**config.mk**
```make
export PLATFORM = sky130hd
export DESIGN_NAME = mhbd_ctrl
export DESIGN_NICKNAME = d
export VERILOG_FILES = /design/src/sv/mhbd_pkg.sv /design/src/sv/mhbd_ctrl.sv
export VERILOG_INCLUDE_DIRS = /design/src /design/src/sv
export SDC_FILE = /design/constraint.sdc
export NUM_CORES = 1
export LEC_CHECK = 0
export BUFFER_PORTS_ARGS = -buffer_cell sky130_fd_sc_hd__buf_2
export CAP_MARGIN = 20
export CORE_AREA = 4 4 41 43
export CTS_CLUSTER_DIAMETER = 50
export DETAILED_ROUTE_END_ITERATION = 10
export DIE_AREA = 0 0 45 47
export PLACE_DENSITY_LB_ADDON = 0.25
export SETUP_SLACK_MARGIN = 0.15
export SLEW_MARGIN = 20
export SYNTH_ARGS = -nofsm -noshare
export SYNTH_HDL_FRONTEND = slang
export SYNTH_SLANG_ARGS = --single-unit
export TNS_END_PERCENT = 10
```
**constraint.sdc**
```tcl
create_clock -name clk -period 2.2 [get_ports clk]
set_clock_uncertainty 0.15 [all_clocks]
set_input_delay 0 -clock clk [delete_from_list [all_inputs] [get_ports clk]]
set_output_delay 0 -clock clk [all_outputs]
set_load 0.05 [all_outputs]
```
**src/sv/minhash_bucket_greedy_dedup_unit_macros.svh**
```systemverilog
// Assertion helpers shared by the block's modules.
// Each one assumes signals named clk and arst_n in the using module.
`ifndef MINHASH_BUCKET_GREEDY_DEDUP_UNIT_MACROS_SVH
`define MINHASH_BUCKET_GREEDY_DEDUP_UNIT_MACROS_SVH

// Consequent must hold in the same cycle as the antecedent.
`define MHBD_ASSERT_NOW(lbl, ante, cons, msg) \
	lbl: assert property (@(posedge clk) disable iff (!arst_n) (ante) |-> (cons)) \
		else $error(msg);

// Consequent must hold in the cycle after the antecedent.
`define MHBD_ASSERT_NEXT(lbl, ante, cons, msg) \
	lbl: assert property (@(posedge clk) disable iff (!arst_n) (ante) |=> (cons)) \
		else $error(msg);

`endif

```
**src/sv/mhbd_pkg.sv**
```systemverilog
package mhbd_pkg;

	// Register file layout
	localparam int CFG_W = 9;
	localparam int CFG_IDX_W = 8;
	localparam logic [CFG_IDX_W-1:0] CFG_SIG_WORDS = 8'd0;
	localparam logic [CFG_IDX_W-1:0] CFG_MIN_MATCHES = 8'd1;
	localparam logic [CFG_W-1:0] SIG_WORDS_RST = 9'd256;
	localparam logic [CFG_W-1:0] MIN_MATCHES_RST = 9'd205;

	// Field widths
	localparam int ID_W = 32;
	localparam int WORD_W = 64;

	// Request codes
	localparam logic FUNC_LOAD = 1'b0;
	localparam logic FUNC_RUN = 1'b1;

	// Result codes
	localparam logic KIND_PAIR = 1'b0;
	localparam logic KIND_END = 1'b1;

	typedef enum logic [2:0] {
		S_IDLE,
		S_PIVOT,
		S_CAND,
		S_ISSUE,
		S_DRAIN,
		S_END
	} state_t;

	// Controller to datapath
	typedef struct packed {
		logic load;
		logic idx_clr;
		logic idx_inc;
		logic set_pivot;
		logic start_cmp;
		logic issue;
		logic emit_pair;
		logic emit_end;
	} cmd_t;

	// Datapath to controller
	typedef struct packed {
		logic alive_bit;
		logic idx_end;
		logic words_done;
		logic pipe_busy;
		logic is_dup;
		logic out_free;
	} status_t;

endpackage

```
**src/sv/mhbd_ctrl.sv**
```systemverilog
`include "minhash_bucket_greedy_dedup_unit_macros.svh"

module mhbd_ctrl
	import mhbd_pkg::*;
(
	input  logic    clk,
	input  logic    arst_n,
	input  logic    in_valid,
	input  logic    in_func,
	output logic    in_ready,
	input  status_t st,
	output cmd_t    cmd
);

	state_t state_q, state_d;

	always_ff @(posedge clk or negedge arst_n) begin
		if (!arst_n) begin
			state_q <= S_IDLE;
		end else begin
			state_q <= state_d;
		end
	end

	// Next state
	always_comb begin
		state_d = state_q;
		case (state_q)
			S_IDLE: begin
				if (in_valid && in_func == FUNC_RUN) state_d = S_PIVOT;
			end
			S_PIVOT: begin
				if (st.idx_end) state_d = S_END;
				else if (st.alive_bit) state_d = S_CAND;
			end
			S_CAND: begin
				if (st.idx_end) state_d = S_PIVOT;
				else if (st.alive_bit) state_d = S_ISSUE;
			end
			S_ISSUE: begin
				if (st.words_done) state_d = S_DRAIN;
			end
			S_DRAIN: begin
				if (!st.pipe_busy && (!st.is_dup || st.out_free)) state_d = S_CAND;
			end
			S_END: begin
				if (st.out_free) state_d = S_IDLE;
			end
			default: state_d = S_IDLE;
		endcase
	end

	// Commands
	always_comb begin
		cmd = '0;
		in_ready = 1'b0;
		case (state_q)
			S_IDLE: begin
				in_ready = 1'b1;
				cmd.load = in_valid && in_func == FUNC_LOAD;
				cmd.idx_clr = in_valid && in_func == FUNC_RUN;
			end
			S_PIVOT: begin
				if (!st.idx_end) begin
					cmd.set_pivot = st.alive_bit;
					cmd.idx_inc = 1'b1;
				end
			end
			S_CAND: begin
				if (st.idx_end) cmd.idx_clr = 1'b1;
				else if (st.alive_bit) cmd.start_cmp = 1'b1;
				else cmd.idx_inc = 1'b1;
			end
			S_ISSUE: begin
				cmd.issue = !st.words_done;
			end
			S_DRAIN: begin
				if (!st.pipe_busy) begin
					if (!st.is_dup) begin
						cmd.idx_inc = 1'b1;
					end else if (st.out_free) begin
						cmd.emit_pair = 1'b1;
						cmd.idx_inc = 1'b1;
					end
				end
			end
			S_END: begin
				cmd.emit_end = st.out_free;
			end
			default: begin
				cmd = '0;
			end
		endcase
	end

	`MHBD_ASSERT_NOW(a_cand_live, (state_q == S_ISSUE || state_q == S_DRAIN), (st.alive_bit && !st.idx_end), "candidate left live set during compare")
	`MHBD_ASSERT_NOW(a_issue_bound, cmd.issue, (!st.words_done && state_q == S_ISSUE), "word read past signature end")

endmodule

```
==> impl_results.md <==
* Status: finished, final reports clean
* Synth warnings at 0
* Least-Margin Pin Slew at 0.528 ns
* R2R Path End: state_q[0]
* Std cell rows at 13
* Vias per inst at 5.19
* Worst path arrival time at 1.60 ns
* Fmax at 570 MHz
* Post-route ant nets at 0
* Final hold viol count at 0
* Crit end category: output pin
* RSZ-0062 raised after global routing: no
* Post-placement cell count at 76
* Die Footprint at 0.00212 mm2
* Syn_area_per_cell at 7.56 um2
* Post-Syn Instances at 47
* Most frequent cells in the layout: buf_2 (18), nor2_1 (5), a21oi_1 (4)
* Hold Startpoint: st[1]
* Most common cell after layout, fill and taps aside: buf_2
* Hold/Removal Path Class: in2reg
* Total track usage at 0.114
* Register area share after synthesis at 0.211
* Antenna cells at 0
* Clk buf depth at 2
* Clock root buffer: clkbuf_4
* Layout overhead on the synthesized area at 42.6%
* Antenna violations before repair at 0
* I/O pin total at 19
* Min Tclk post-route at 1.75 ns
* CTS tree: yes
* First-pass GRT wire length at 1700 um
* Pre-antenna DRT Iters at 2
* Initial Util at 0.273
* R2R depth at 3
* Die Ht at 47 um
* Slack of the worst reg-to-reg path at 0.63 ns
* CTS HTree Levels at 1
* Core box area at 0.00130 mm2
* Max Cap Viol at 0
* Clock transition at the registers of the reported paths at 0.04 ns
* Top flop regs: state_q (3)
* Final Max Slew Viols at 0
* Largest net degree at the start of global routing at 19
* Final Cycle Share at 0.797
* Seq cells post-synth at 3
* Post_cts resized at 0
* Vias in the first global route at 419
* Clk sinks at 3
* Post-DP HPWL at 697 um
* Later-pin clock latency in the skew report at 0.23 ns
* Port bufs at 18
* Net count, final at 79
* Wire length per cell at 12.1 um
* Routed WL at 1010 um
* Worst Hold End: state_q[1]
* Max_slew headroom at 0.648
* Reg-to-Reg Start: state_q[0]
* Placed Area at 450 um2
* Post-synth top area share at 0.211
* Mapped Area at 355 um2
* Number of flip-flops in the largest register at 3
* Fin cells at 83
* Startpoint types: flop
* Post-route cell area at 507 um2
* Worst EP required at 2.05 ns
* Die W at 45 um
* Setup violators final at 0
* Area contributors post-synth: dfrtp_1 (21%), a21oi_1 (5.6%), mux2i_1 (5.6%), nor3_1 (5.6%), nor2_1 (5.3%)
* Routed vias at 431
* Power per Cell Area at 1390 mW/mm2
* Leakage power at 0.250 nW
* Largest area contributor in the netlist: dfrtp_1
* Largest reg by FF count: state_q
* WHS Path Cells at 4
* Setup TNS at 0 ns
* Crit path max fanout at 14
* Syn nets at 57
* Gp weighted congestion at 0.742
* Starting DRT DRC Count at 5
* DRC violations left at 0
* Max VDD drop at 477 uV
* CTS Buf Count at 3
* Layout cell share with drive strength beyond 1 at 0.368
* Grt ovf at 0
* Post-synth cell types at 28
* CP Class: reg2out
## critical path, stage by stage (launching register included)
cell	delay, ns
dfrtp_1	0.58
nor2b_1	0.23
a21oi_1	0.06
o31ai_1	0.20
buf_2	0.30
## how the worst max path moves through the flow
| stage | from | end | slack, ns |
|---|---|---|---|
| detailed placement | state_q[2] | state_q[0] | 0.63 |
| global placement | state_q[2] | state_q[0] | 0.60 |
| finish | state_q[0] | cmd[5] | 0.45 |
| floorplan | state_q[0] | cmd[5] | 0.11 |
| CTS | state_q[0] | cmd[5] | 0.45 |
| global route | state_q[0] | cmd[5] | 0.32 |
## layout make-up
type	count	area, um2
clock buffers	4	26.3
fillers	144	795
multi-input cells	40	267
flip-flops and latches	3	75.1
well taps	15	18.8
repair buffers	21	120
## cell usage after synthesis
master    n
a21bo_2   1
a21o_1    1
a21oi_1   4
a22o_1    1
a22oi_1   1
and3_1    1
and3b_1   1
and4_1    1
buf_2     2
buf_6     1
clkbuf_1  1
dfrtp_1   3
mux2i_1   2
nand2_1   3
nand2b_1  1
nand3_1   1
nand3b_1  1
nor2_1    5
nor2b_1   3
nor3_1    4
nor3b_1   1
nor4bb_1  1
o21ai_0   1
o311ai_1  1
o31ai_1   2
o32ai_1   1
or2_2     1
or3b_1    1
## metrics by stage
step | setup slack [ns] | power, mW | utilization | hold slack, ns
after global routing | 0.324 | 0.763 | 0.389 | 0.0417
after detailed placement | 0.629 | 0.603 | 0.346 | -0.353
after global placement | 0.604 | 0.605 | 0.346 | -0.354
after CTS | 0.450 | 0.711 | 0.389 | 0.0163
final | 0.446 | 0.706 | 0.389 | 0.0166
after floorplan | 0.107 | 0.544 | - | -0.446
## timing repair
| action | CTS | global route |
|---|---|---|
| hold buffers | 3 | 0 |
| buffers inserted | 0 | 0 |
| hold endpoints to repair | 4 | 0 |
## per-layer routing
| metal | up-vias | global-route usage | wire length [um] |
|---|---|---|---|
| met5 | - | 0 | 0 |
| li1 | 218 | - | - |
| met2 | 21 | 0.164 | 426 |
| met1 | 190 | 0.143 | 488 |
| met4 | 0 | 0.0877 | 12 |
| met3 | 2 | 0.0307 | 78 |
## power breakdown
group	leakage [nW]	internal [mW]	total, mW	switching [mW]
combinational	0.197	0.170	0.423	0.253
sequential	0.0372	0.0817	0.186	0.105
clock	0.0150	0.0680	0.0972	0.0292
## cells by family (layout without fill, tap and decap cells)
family | Yosys count | in the layout | share of synthesized area
AND/OR/NAND/NOR | 25 | 25 | 0.405
buffers and inverters | 4 | 25 | 0.0704
multiplexers | 2 | 2 | 0.0563
AO/OA/AOI/OAI | 13 | 13 | 0.257
flip-flops | 3 | 3 | 0.211
No activity file was read; power rests on OpenSTA's default activity.
